--- config.mk ---
export PLATFORM = sky130hd
export DESIGN_NAME = control_char_escape_encoder_flat
export DESIGN_NICKNAME = d
export VERILOG_FILES = /design/src/design/cce_pkg.sv /design/src/design/cce_if.sv /design/src/design/cce_front.sv /design/src/design/cce_queue.sv /design/src/design/cce_back.sv /design/src/design/control_char_escape_encoder.sv /design/src/flat_wrapper.sv
export SDC_FILE = /design/constraint.sdc
export NUM_CORES = 1
export LEC_CHECK = 0
export BUFFER_PORTS_ARGS = -buffer_cell sky130_fd_sc_hd__buf_2
export CORE_ASPECT_RATIO = 1.75
export CORE_MARGIN = 5
export CORE_UTILIZATION = 25
export CTS_CLUSTER_SIZE = 25
export DETAILED_ROUTE_END_ITERATION = 7
export PLACE_DENSITY = 0.47
export SLEW_MARGIN = 20
export SYNTH_ARGS = -nofsm -noshare
export SYNTH_HDL_FRONTEND = slang
export SYNTH_SLANG_ARGS = --single-unit
--- constraint.sdc ---
create_clock -name clk -period 3.1 [get_ports clk]
set_input_delay 0.31 -clock clk [delete_from_list [all_inputs] [get_ports clk]]
set_output_delay 0.31 -clock clk [all_outputs]
set_load 0.01 [all_outputs]
--- src/design/cce_pkg.sv ---
package cce_pkg;

  localparam int unsigned MAX_OUT = 6;
  localparam int unsigned CNT_W   = 3;
  localparam int unsigned QDEPTH  = 4;
  localparam int unsigned QAW     = 2;

  localparam logic [7:0] CH_SPACE = 8'h20;
  localparam logic [7:0] CH_CR    = 8'h0D;
  localparam logic [7:0] CH_LF    = 8'h0A;
  localparam logic [7:0] CH_BSL   = 8'h5C;
  localparam logic [7:0] CH_ZERO  = 8'h30;
  localparam logic [7:0] CH_OCT   = 8'h08;
  localparam logic [7:0] CH_N     = 8'h6E;
  localparam logic [7:0] CH_R     = 8'h72;

  // one queued command: the escaped bytes of one input transaction
  typedef struct packed {
    logic [MAX_OUT-1:0][7:0] seq;
    logic [CNT_W-1:0]        cnt;
    logic                    last;
  } cmd_t;

  function automatic logic [7:0] letter_for(logic [7:0] c);
    logic [7:0] l;
    case (c)
      8'h07:   l = 8'h61;
      8'h08:   l = 8'h62;
      8'h1B:   l = 8'h65;
      8'h0C:   l = 8'h66;
      8'h0D:   l = 8'h72;
      8'h09:   l = 8'h74;
      8'h0B:   l = 8'h76;
      default: l = 8'h00;
    endcase
    return l;
  endfunction

endpackage

--- src/design/cce_if.sv ---
interface cce_in_if;
  logic       valid;
  logic       ready;
  logic [7:0] data_byte;
  logic       end_of_string;

  modport source (output valid, output data_byte, output end_of_string, input ready);
  modport sink   (input valid, input data_byte, input end_of_string, output ready);
endinterface

interface cce_out_if;
  logic       valid;
  logic       ready;
  logic [7:0] out_byte;
  logic       out_last;

  modport source (output valid, output out_byte, output out_last, input ready);
  modport sink   (input valid, input out_byte, input out_last, output ready);
endinterface

--- src/design/cce_front.sv ---
module cce_front (
  input  logic          clk,
  input  logic          rst_n,
  cce_in_if.sink        in_ch,
  input  logic          q_full,
  output logic          push,
  output cce_pkg::cmd_t cmd
);

  logic                          held_r;
  logic                          held_nxt;
  logic                          take;
  logic [7:0]                    c;
  logic                          eos;
  logic [7:0]                    lt;
  logic [3:0][7:0]               b;
  logic [cce_pkg::CNT_W-1:0]     bn;

  assign in_ch.ready = !q_full;
  assign take        = in_ch.valid && in_ch.ready;
  assign c           = in_ch.data_byte;
  assign eos         = in_ch.end_of_string;
  assign lt          = cce_pkg::letter_for(c);

  // escape of the current byte alone
  always_comb begin
    b  = '0;
    bn = 3'd1;
    if (c >= cce_pkg::CH_SPACE) begin
      b[0] = c;
      bn   = 3'd1;
    end else if (lt != 8'h00) begin
      b[0] = cce_pkg::CH_BSL;
      b[1] = lt;
      bn   = 3'd2;
    end else begin
      b[0] = cce_pkg::CH_BSL;
      b[1] = cce_pkg::CH_ZERO;
      if (c >= cce_pkg::CH_OCT) begin
        b[2] = cce_pkg::CH_ZERO + {5'b0, c[5:3]};
        b[3] = cce_pkg::CH_ZERO + {5'b0, c[2:0]};
        bn   = 3'd4;
      end else begin
        b[2] = cce_pkg::CH_ZERO + {5'b0, c[2:0]};
        bn   = 3'd3;
      end
    end
  end

  always_comb begin
    held_nxt = held_r;
    push     = 1'b0;
    cmd      = '0;
    if (take) begin
      if (held_r && c == cce_pkg::CH_LF) begin
        held_nxt   = 1'b0;
        cmd.seq[0] = cce_pkg::CH_BSL;
        cmd.seq[1] = cce_pkg::CH_N;
        cmd.cnt    = 3'd2;
        cmd.last   = eos;
        push       = 1'b1;
      end else if (c == cce_pkg::CH_CR && !eos) begin
        held_nxt   = 1'b1;
        cmd.seq[0] = cce_pkg::CH_BSL;
        cmd.seq[1] = cce_pkg::CH_R;
        cmd.cnt    = 3'd2;
        cmd.last   = 1'b0;
        push       = held_r;
      end else begin
        held_nxt = 1'b0;
        if (held_r) begin
          cmd.seq[0] = cce_pkg::CH_BSL;
          cmd.seq[1] = cce_pkg::CH_R;
          cmd.seq[2] = b[0];
          cmd.seq[3] = b[1];
          cmd.seq[4] = b[2];
          cmd.seq[5] = b[3];
          cmd.cnt    = bn + 3'd2;
        end else begin
          cmd.seq[0] = b[0];
          cmd.seq[1] = b[1];
          cmd.seq[2] = b[2];
          cmd.seq[3] = b[3];
          cmd.cnt    = bn;
        end
        cmd.last = eos;
        push     = 1'b1;
      end
    end
  end

  always_ff @(posedge clk) begin
    if (!rst_n) begin
      held_r <= 1'b0;
    end else begin
      held_r <= held_nxt;
    end
  end

endmodule

--- src/design/cce_queue.sv ---
module cce_queue (
  input  logic          clk,
  input  logic          rst_n,
  input  logic          push,
  input  cce_pkg::cmd_t din,
  input  logic          pop,
  output cce_pkg::cmd_t dout,
  output logic          full,
  output logic          empty
);

  cce_pkg::cmd_t                 mem [cce_pkg::QDEPTH];
  logic [cce_pkg::QAW-1:0]       wp_r;
  logic [cce_pkg::QAW-1:0]       wp_nxt;
  logic [cce_pkg::QAW-1:0]       rp_r;
  logic [cce_pkg::QAW-1:0]       rp_nxt;
  logic [cce_pkg::QAW:0]         cnt_r;
  logic [cce_pkg::QAW:0]         cnt_nxt;
  logic                          do_push;
  logic                          do_pop;

  assign full    = cnt_r == (cce_pkg::QAW + 1)'(cce_pkg::QDEPTH);
  assign empty   = cnt_r == '0;
  assign do_push = push && !full;
  assign do_pop  = pop && !empty;
  assign dout    = mem[rp_r];

  always_comb begin
    wp_nxt  = do_push ? wp_r + 1'b1 : wp_r;
    rp_nxt  = do_pop ? rp_r + 1'b1 : rp_r;
    cnt_nxt = cnt_r;
    if (do_push && !do_pop) begin
      cnt_nxt = cnt_r + 1'b1;
    end else if (do_pop && !do_push) begin
      cnt_nxt = cnt_r - 1'b1;
    end
  end

  always_ff @(posedge clk) begin
    if (do_push) begin
      mem[wp_r] <= din;
    end
  end

  always_ff @(posedge clk) begin
    if (!rst_n) begin
      wp_r  <= '0;
      rp_r  <= '0;
      cnt_r <= '0;
    end else begin
      wp_r  <= wp_nxt;
      rp_r  <= rp_nxt;
      cnt_r <= cnt_nxt;
    end
  end

endmodule

--- src/design/cce_back.sv ---
module cce_back (
  input  logic          clk,
  input  logic          rst_n,
  input  cce_pkg::cmd_t head,
  input  logic          q_empty,
  output logic          pop,
  cce_out_if.source     out_ch
);

  logic [cce_pkg::CNT_W-1:0] idx_r;
  logic [cce_pkg::CNT_W-1:0] idx_nxt;
  logic                      vld_r;
  logic                      vld_nxt;
  logic [7:0]                byte_r;
  logic [7:0]                byte_nxt;
  logic                      last_r;
  logic                      last_nxt;
  logic                      load;
  logic                      fin;

  assign load = !q_empty && (!vld_r || out_ch.ready);
  assign fin  = idx_r == head.cnt - 3'd1;
  assign pop  = load && fin;

  always_comb begin
    idx_nxt  = idx_r;
    vld_nxt  = vld_r;
    byte_nxt = byte_r;
    last_nxt = last_r;
    if (load) begin
      vld_nxt  = 1'b1;
      byte_nxt = head.seq[idx_r];
      last_nxt = head.last && fin;
      idx_nxt  = fin ? '0 : idx_r + 1'b1;
    end else if (out_ch.ready) begin
      vld_nxt = 1'b0;
    end
  end

  always_ff @(posedge clk) begin
    byte_r <= byte_nxt;
    last_r <= last_nxt;
  end

  always_ff @(posedge clk) begin
    if (!rst_n) begin
      idx_r <= '0;
      vld_r <= 1'b0;
    end else begin
      idx_r <= idx_nxt;
      vld_r <= vld_nxt;
    end
  end

  assign out_ch.valid    = vld_r;
  assign out_ch.out_byte = byte_r;
  assign out_ch.out_last = last_r;

endmodule

--- src/design/control_char_escape_encoder.sv ---
// Escapes a byte string into printable text, one output byte per cycle while the output
// is ready. Bytes from 0x20 up pass unchanged; named control bytes become a backslash and
// a letter, other control bytes a backslash and octal digits, and CR LF becomes
// backslash n. A CR that does not end the string is held and produces output only when
// the next byte arrives. The front end turns each input transaction into a command of up
// to six bytes and queues it (four deep); the back end drains the head command through an
// output register at one byte per cycle while the output is ready. An input byte
// therefore yields zero to six output bytes (at most four for a byte that follows no held
// CR, none for a held CR); input is taken back to back while the queue has room.
module control_char_escape_encoder (
  input  logic       clk,
  input  logic       rst_n,
  cce_in_if.sink     in_ch,
  cce_out_if.source  out_ch
);

  cce_pkg::cmd_t cmd_in;
  cce_pkg::cmd_t cmd_head;
  logic          push;
  logic          pop;
  logic          q_full;
  logic          q_empty;

  cce_front u_front (
    .clk    (clk),
    .rst_n  (rst_n),
    .in_ch  (in_ch),
    .q_full (q_full),
    .push   (push),
    .cmd    (cmd_in)
  );

  cce_queue u_queue (
    .clk   (clk),
    .rst_n (rst_n),
    .push  (push),
    .din   (cmd_in),
    .pop   (pop),
    .dout  (cmd_head),
    .full  (q_full),
    .empty (q_empty)
  );

  cce_back u_back (
    .clk     (clk),
    .rst_n   (rst_n),
    .head    (cmd_head),
    .q_empty (q_empty),
    .pop     (pop),
    .out_ch  (out_ch)
  );

endmodule
--- src/flat_wrapper.sv ---
// flat-port wrapper written by rule: the top's interface ports become plain ports
module control_char_escape_encoder_flat 
  (clk, rst_n, in_ch_valid, in_ch_data_byte, in_ch_end_of_string, in_ch_ready, out_ch_valid, out_ch_out_byte, out_ch_out_last, out_ch_ready);
  cce_in_if in_ch_i ();
  cce_out_if out_ch_i ();
  input  logic clk;
  input  logic rst_n;
  input wire logic [$bits(in_ch_i.valid)-1:0] in_ch_valid;
  input wire logic [$bits(in_ch_i.data_byte)-1:0] in_ch_data_byte;
  input wire logic [$bits(in_ch_i.end_of_string)-1:0] in_ch_end_of_string;
  output wire logic [$bits(in_ch_i.ready)-1:0] in_ch_ready;
  output wire logic [$bits(out_ch_i.valid)-1:0] out_ch_valid;
  output wire logic [$bits(out_ch_i.out_byte)-1:0] out_ch_out_byte;
  output wire logic [$bits(out_ch_i.out_last)-1:0] out_ch_out_last;
  input wire logic [$bits(out_ch_i.ready)-1:0] out_ch_ready;
  assign in_ch_i.valid = in_ch_valid;
  assign in_ch_i.data_byte = in_ch_data_byte;
  assign in_ch_i.end_of_string = in_ch_end_of_string;
  assign in_ch_ready = in_ch_i.ready;
  assign out_ch_valid = out_ch_i.valid;
  assign out_ch_out_byte = out_ch_i.out_byte;
  assign out_ch_out_last = out_ch_i.out_last;
  assign out_ch_i.ready = out_ch_ready;
  control_char_escape_encoder u_core (.clk(clk), .rst_n(rst_n), .in_ch(in_ch_i), .out_ch(out_ch_i));
endmodule
-- After elaboration in Yosys (flattened, before gate mapping)
Memories as Yosys holds them, arrays and structs flattened. A register that Yosys moved wholly into a read port is not among the register bits.
Index checks and enable logic that the tools add are counted.
- bits in registers: 21
- RAM bits: 208
- bits of input ports: 13
- output and inout port bits: 11
- memories: 1
- add/subtract/negate cells: 9
- order comparisons: 3
- equality and inequality tests: 10
- muxes and demuxes: 33
- reductions and logical operators: 21
- memories (memory ; depth ; width ; read ports ; clocked after memory_dff ; write ports ; line ; RTL):
    u_core.u_queue.mem ; 4 ; 52 ; 1 ; 1 ; 1 ; cce_queue.sv:12 ; cce_pkg::cmd_t mem [cce_pkg::QDEPTH];
- operators by type and width (operator ; count):
    $mux W32 ; 2
    $mux W52 ; 1
    $pmux W7 S7 ; 1
    $eq A8 B4 Y1 const B ; 6
    $mux W20 ; 2
    $mux W35 ; 1
    $mux W16 ; 2
    $bmux W8 S3 ; 1
    $mux W24 ; 1
    $mux W3 ; 6
    $mux W8 ; 2
    $mux W15 ; 1
    $add A6 B3 Y7 const A ; 2
    $mux W7 ; 2
    $logic_and A1 B1 Y1 ; 10
    $mux W1 ; 9
    $eq A8 B3 Y1 const B ; 1
    $eq A8 B5 Y1 const B ; 1
    $ge A8 B4 Y1 const B ; 1
    $ge A8 B6 Y1 const B ; 1
    $reduce_bool A8 Y1 ; 1
    $add A3 B1 Y3 const B ; 2
    $logic_not A1 Y1 ; 6
    $sub A3 B1 Y3 const B ; 2
    9 further kinds ; 12

-- Logic depth before layout (Yosys ltp)
- word-level depth: 10
- depth in mapped cells: 17

-- By module
Synthesis repeated with hierarchy kept, for this count alone.
- cells, all modules: 544
- area total of the unflattened synthesis: 9862.0 sq um
- by module, submodules not included (module ; times used ; cells an instance ; area an instance (sq um) ; sequential area each (sq um)):
    cce_queue ; 1 ; 320 ; 8040.2 ; 6426.2
    cce_front ; 1 ; 148 ; 923.4 ; 20.0
    cce_back ; 1 ; 76 ; 898.4 ; 350.3

-- Worst setup path after synthesis
Ideal clock, no wire load.
- kind: register to register
- start point: register with a tool-made name
- end point: register u_core.u_queue.cnt_r[2] (netlist name)
- setup time: 0.076 ns
- arrival time: 3.216 ns
- slack: -0.192 ns
- stages on the path, launching flop included: 18
- buffers on the path: 3
- period minus slack after synthesis: 3.292 ns
- path through: dfxtp_1 buf_6 buf_4 buf_4 mux4_2 inv_1 ha_1 xor2_1 xnor2_1 nand3_2 nor2_4 inv_1 ha_1 inv_1 fa_1 xor2_1 or3_1 a21boi_0
- RTL lines (what ; line ; RTL):
    end signal, assigned ; cce_queue.sv:53 ; cnt_r <= cnt_nxt;
    end, declared ; cce_queue.sv:17 ; logic [cce_pkg::QAW:0] cnt_r;

==> impl_metrics.toml <==
[critical_path]
cp.arrival_ns = 3.25
crit_buf_inv = 3
critical_path_peak_fanout = 4
crit_slowest_cell = "sky130_fd_sc_hd__mux4_2"
crit_top_cell = "sky130_fd_sc_hd__inv_1"
reg2reg_slack_ns = 0.22
timing.reg2reg.worst_path_depth = 14
critPathTopFamily = "adder cells"
crit_type = "reg -> reg"
crit_path_start_kind = "flop"
crit_required_ns = 3.47
crit_path_cell_trace = "mux4_2 -> inv_1 -> ha_1 -> xor2_1 -> xnor2_1 -> nand3_2 -> nor2_4 -> inv_1 -> ha_2 -> inv_1 -> fa_2 -> xor2_1 -> or3_1 -> a21boi_1"
ff_to_ff_end = "u_core.u_queue.cnt_r[2]"
setup.worst_path.end_class = "flop"
max_stage_delay_ns = 0.51

[place]
dp_cells = 891
portBuffers = 23
dp_worst_setup_slack_ns = 0.197
dp_hpwl_mm = 13.0
gp_congestion = 0.867

[detailed_routing]
routed_antenna_nets = 0
total_drc_errors_in_the_routed_layout = 0
first_iter_violations = 247
vias = 4256
detail_route.wl_per_cell_microns = 20.2
via_per_inst = 4.60
detail_route.first_pass.iterations = 5
routed_wl_mm = 18.7

[sta]
hold_viol_final = 0
final_min_period_over_clock_period_pct = 93.1
setup_repair_after_global_routing_missed_its_margin = "no"
final.setup.tns_ns = 0
timing.final.crit_period_ns = 2.88
finalClockSkew_ns = 0.00974
worst_slew_margin_relative_to_its_limit_pct = 49.9
fmax_mhz = 347
layout_setup_ws_ns = 0.215
tightestPinTransition_ns = 0.752
finalMaxSlewViolations = 0
hold-worst-slack_ns = 0.163
finalSetupViolations = 0

[worst_hold_path]
holdPathStages = 4
min-delay-start = "out_ch_ready"
hp-class = "in -> reg"
hold-path-endpoint = "u_core.u_back.out_ch.valid"

[finish]
finish.utilization_pct = 29.4
leading_cell_type_in_the_layout_fill_and_taps_excluded = "sky130_fd_sc_hd__edfxtp_1"
post_route_cells_drive_above_1_share_pct = 24.2
layout-area-overhead-vs-synth_pct = 16.0
final_cell_count_no_fill = 925
nets = 537
most-common-layout-cells = "173 x sky130_fd_sc_hd__edfxtp_1, 33 x sky130_fd_sc_hd__mux4_2, 31 x sky130_fd_sc_hd__nor2_1"
diodes_inserted = 0

[clocking]
postCtsHoldBufs = 0
cts-root-buf = "sky130_fd_sc_hd__clkbuf_16"
clkSinkCount = 187
cts.clk_slew.worst_paths_ns = 0.07
cts_made_buffers = 17
h-tree-depth = 4
tritoncts = "yes"
clkLatencyLatePin_ns = 0.43
cts_max_path_buffers = 2

[yosys]
yosys-mux-area-fraction_pct = 14.9
adder_cell_share_of_the_synthesized_area_pct = 1.35
synth.ff_latch_count = 187
flip_flop_cell_with_the_highest_count_after_synthesis = "sky130_fd_sc_hd__edfxtp_1"
seq_area_frac_synth_pct = 68.5
synth_top_family_by_area = "multiplexers"
syn-instance-count = 475
mapped_area_sq_um = 7990
synth-xor-area-share_pct = 0.986
synth_nets = 496
avgSynthCellArea_sq_um = 16.8
postSynth.asyncResetShare_pct = 0
synth_warnings = 0
synth-edff-count = 173
synth-compound-area-share_pct = 4.37
post_synthesis_share_of_cell_area_spent_on_and_or_nand_and_nor_gates_pct = 7.37
post_synth_num_cell_types = 55

[grt]
track_usage_pct = 10.7
antenna_found_initial = 0
grt_pass1_vias = 4552
grt.overflow.total = 0
grt_first_pass_wirelength_mm = 28.7
grt_start_max_net_pins = 42

[floorplanning]
rows = 86
dieWidth_microns = 145
die_h_microns = 247
placeableCoreArea_sq_um = 31500
design.die.area_sq_um = 35800
ioPinCount = 24
initial_util_pct = 25.4

[power]
static-leakage-power_uw = 0.00307
peak_supply_drop_uv = 294
power-per-cell-area_nw_per_um2 = 771

[job]
timing.max_cap.violations = 0

[run_status]
status = "complete, no violations"
## worst max path at each step
| stage | startpoint | cells after the start | slack, ns | endpoint |
|---|---|---|---|---|
| floorplan | flop | 17 | 0.03 | u_core.u_queue.cnt_r[2] |
| global placement | flop | 14 | 0.26 | u_core.u_queue.cnt_r[2] |
| detailed placement | flop | 14 | 0.20 | u_core.u_queue.cnt_r[2] |
| CTS | flop | 14 | 0.15 | u_core.u_queue.cnt_r[2] |
| global route | flop | 14 | 0.008 | u_core.u_queue.cnt_r[2] |
| finish | flop | 14 | 0.22 | u_core.u_queue.cnt_r[2] |
## report_power, final
| part | internal, uW | switching, uW |
|---|---|---|
| registers | 3180 | 116 |
| logic | 770 | 950 |
| clock network | 1140 | 992 |
| total | 5090 | 2060 |
## sequential cells by signal, indices dropped and copies added (netlist names), named ones only
signal and flops:
u_core.u_back.out_ch.valid 1, u_core.u_queue.cnt_r 3, u_core.u_back.idx_r 3, u_core.u_queue.wp_r 2, u_core.u_queue.mem 164, u_core.u_back.out_ch.out_byte 8, u_core.u_queue.rp_r 2, u_core.u_front.held_r 1
u_core.u_back.out_ch.out_last 1
## worst register-to-register path, stage by stage (launching register included)
cell                       delay, ns
sky130_fd_sc_hd__dfxtp_4        0.38
sky130_fd_sc_hd__mux4_2         0.52
sky130_fd_sc_hd__inv_1          0.07
sky130_fd_sc_hd__ha_1           0.15
sky130_fd_sc_hd__xor2_1         0.18
sky130_fd_sc_hd__xnor2_1        0.11
sky130_fd_sc_hd__nand3_2        0.10
sky130_fd_sc_hd__nor2_4         0.05
sky130_fd_sc_hd__inv_1          0.07
sky130_fd_sc_hd__ha_2           0.18
sky130_fd_sc_hd__inv_1          0.06
sky130_fd_sc_hd__fa_2           0.34
sky130_fd_sc_hd__xor2_1         0.16
sky130_fd_sc_hd__or3_1          0.30
sky130_fd_sc_hd__a21boi_1       0.14
## cell type report
type / count / area, sq um
multi-input combinational: 246 / 2320
tap: 396 / 495
sequential: 187 / 5480
inverter: 19 / 71.3
timing repair buffer: 45 / 318
fill: 3102 / 22300
clock inverter: 15 / 153
clock buffer: 17 / 425
## Yosys cell counts (all sizes together) (2+ instances only)
| library cell | instances | area share (%) |
|---|---|---|
| edfxtp | 173 | 65 |
| mux4 | 42 | 12 |
| nor2 | 32 | 1.6 |
| nand2 | 25 | 1.2 |
| mux2i | 21 | 2.6 |
| inv | 19 | 0.89 |
| a21oi | 18 | 1.2 |
| buf | 14 | 1.2 |
| dfxtp | 14 | 3.5 |
| nor3 | 11 | 0.89 |
| and2 | 10 | 0.78 |
| clkbuf | 9 | 0.42 |
| o21ai | 9 | 0.56 |
| ha | 7 | 1.1 |
| nand3 | 7 | 0.50 |
| nor2b | 6 | 0.56 |
| a21boi | 5 | 0.47 |
| nand2b | 5 | 0.39 |
| or3 | 5 | 0.45 |
| xnor2 | 5 | 0.55 |
| xor2 | 4 | 0.44 |
| a21o | 3 | 0.28 |
| o22a | 3 | 0.33 |
| o31ai | 3 | 0.28 |
| a31oi | 2 | 0.16 |
| and3 | 2 | 0.16 |
| nand3b | 2 | 0.19 |
| nor4 | 2 | 0.16 |
| o21a | 2 | 0.19 |
| o22ai | 2 | 0.16 |
| or3b | 2 | 0.22 |
## cells by family (layout without fill, tap and decap cells)
| family | Yosys count | count (layout) |
|---|---|---|
| flip-flops | 187 | 187 |
| AND/OR/NAND/NOR | 112 | 112 |
| multiplexers | 63 | 63 |
| AO/OA/AOI/OAI | 54 | 54 |
| buffers and inverters | 42 | 96 |
| XOR/XNOR | 9 | 9 |
| adder cells (fa/ha/maj) | 8 | 8 |
## metal layers
| metal | vias to the layer above | GRT usage [%] | part of all wire (%) |
|---|---|---|---|
| met4 | 0 | 3.90 | 1.7 |
| met1 | 2207 | 11.0 | 36 |
| met5 | - | 0 | 0 |
| met2 | 86 | 21.3 | 60 |
| li1 | 1942 | - | - |
| met3 | 21 | 1.86 | 2.2 |
## per-stage QoR
stage,area [sq um],power (uW)
after floorplan,8020,4570
final,9270,7150
after detailed placement,8670,5130
after CTS,9250,7270
after global routing,9270,7530
after global placement,8670,5090
## timing repair
action / 4_1_cts / 5_1_grt
endpoints found under the setup margin: 0 / 1
endpoints found under the hold margin: 0 / 0
resized for setup: 0 / 1
buffers inserted: 0 / 2
No activity file was read; power rests on OpenSTA's default activity.
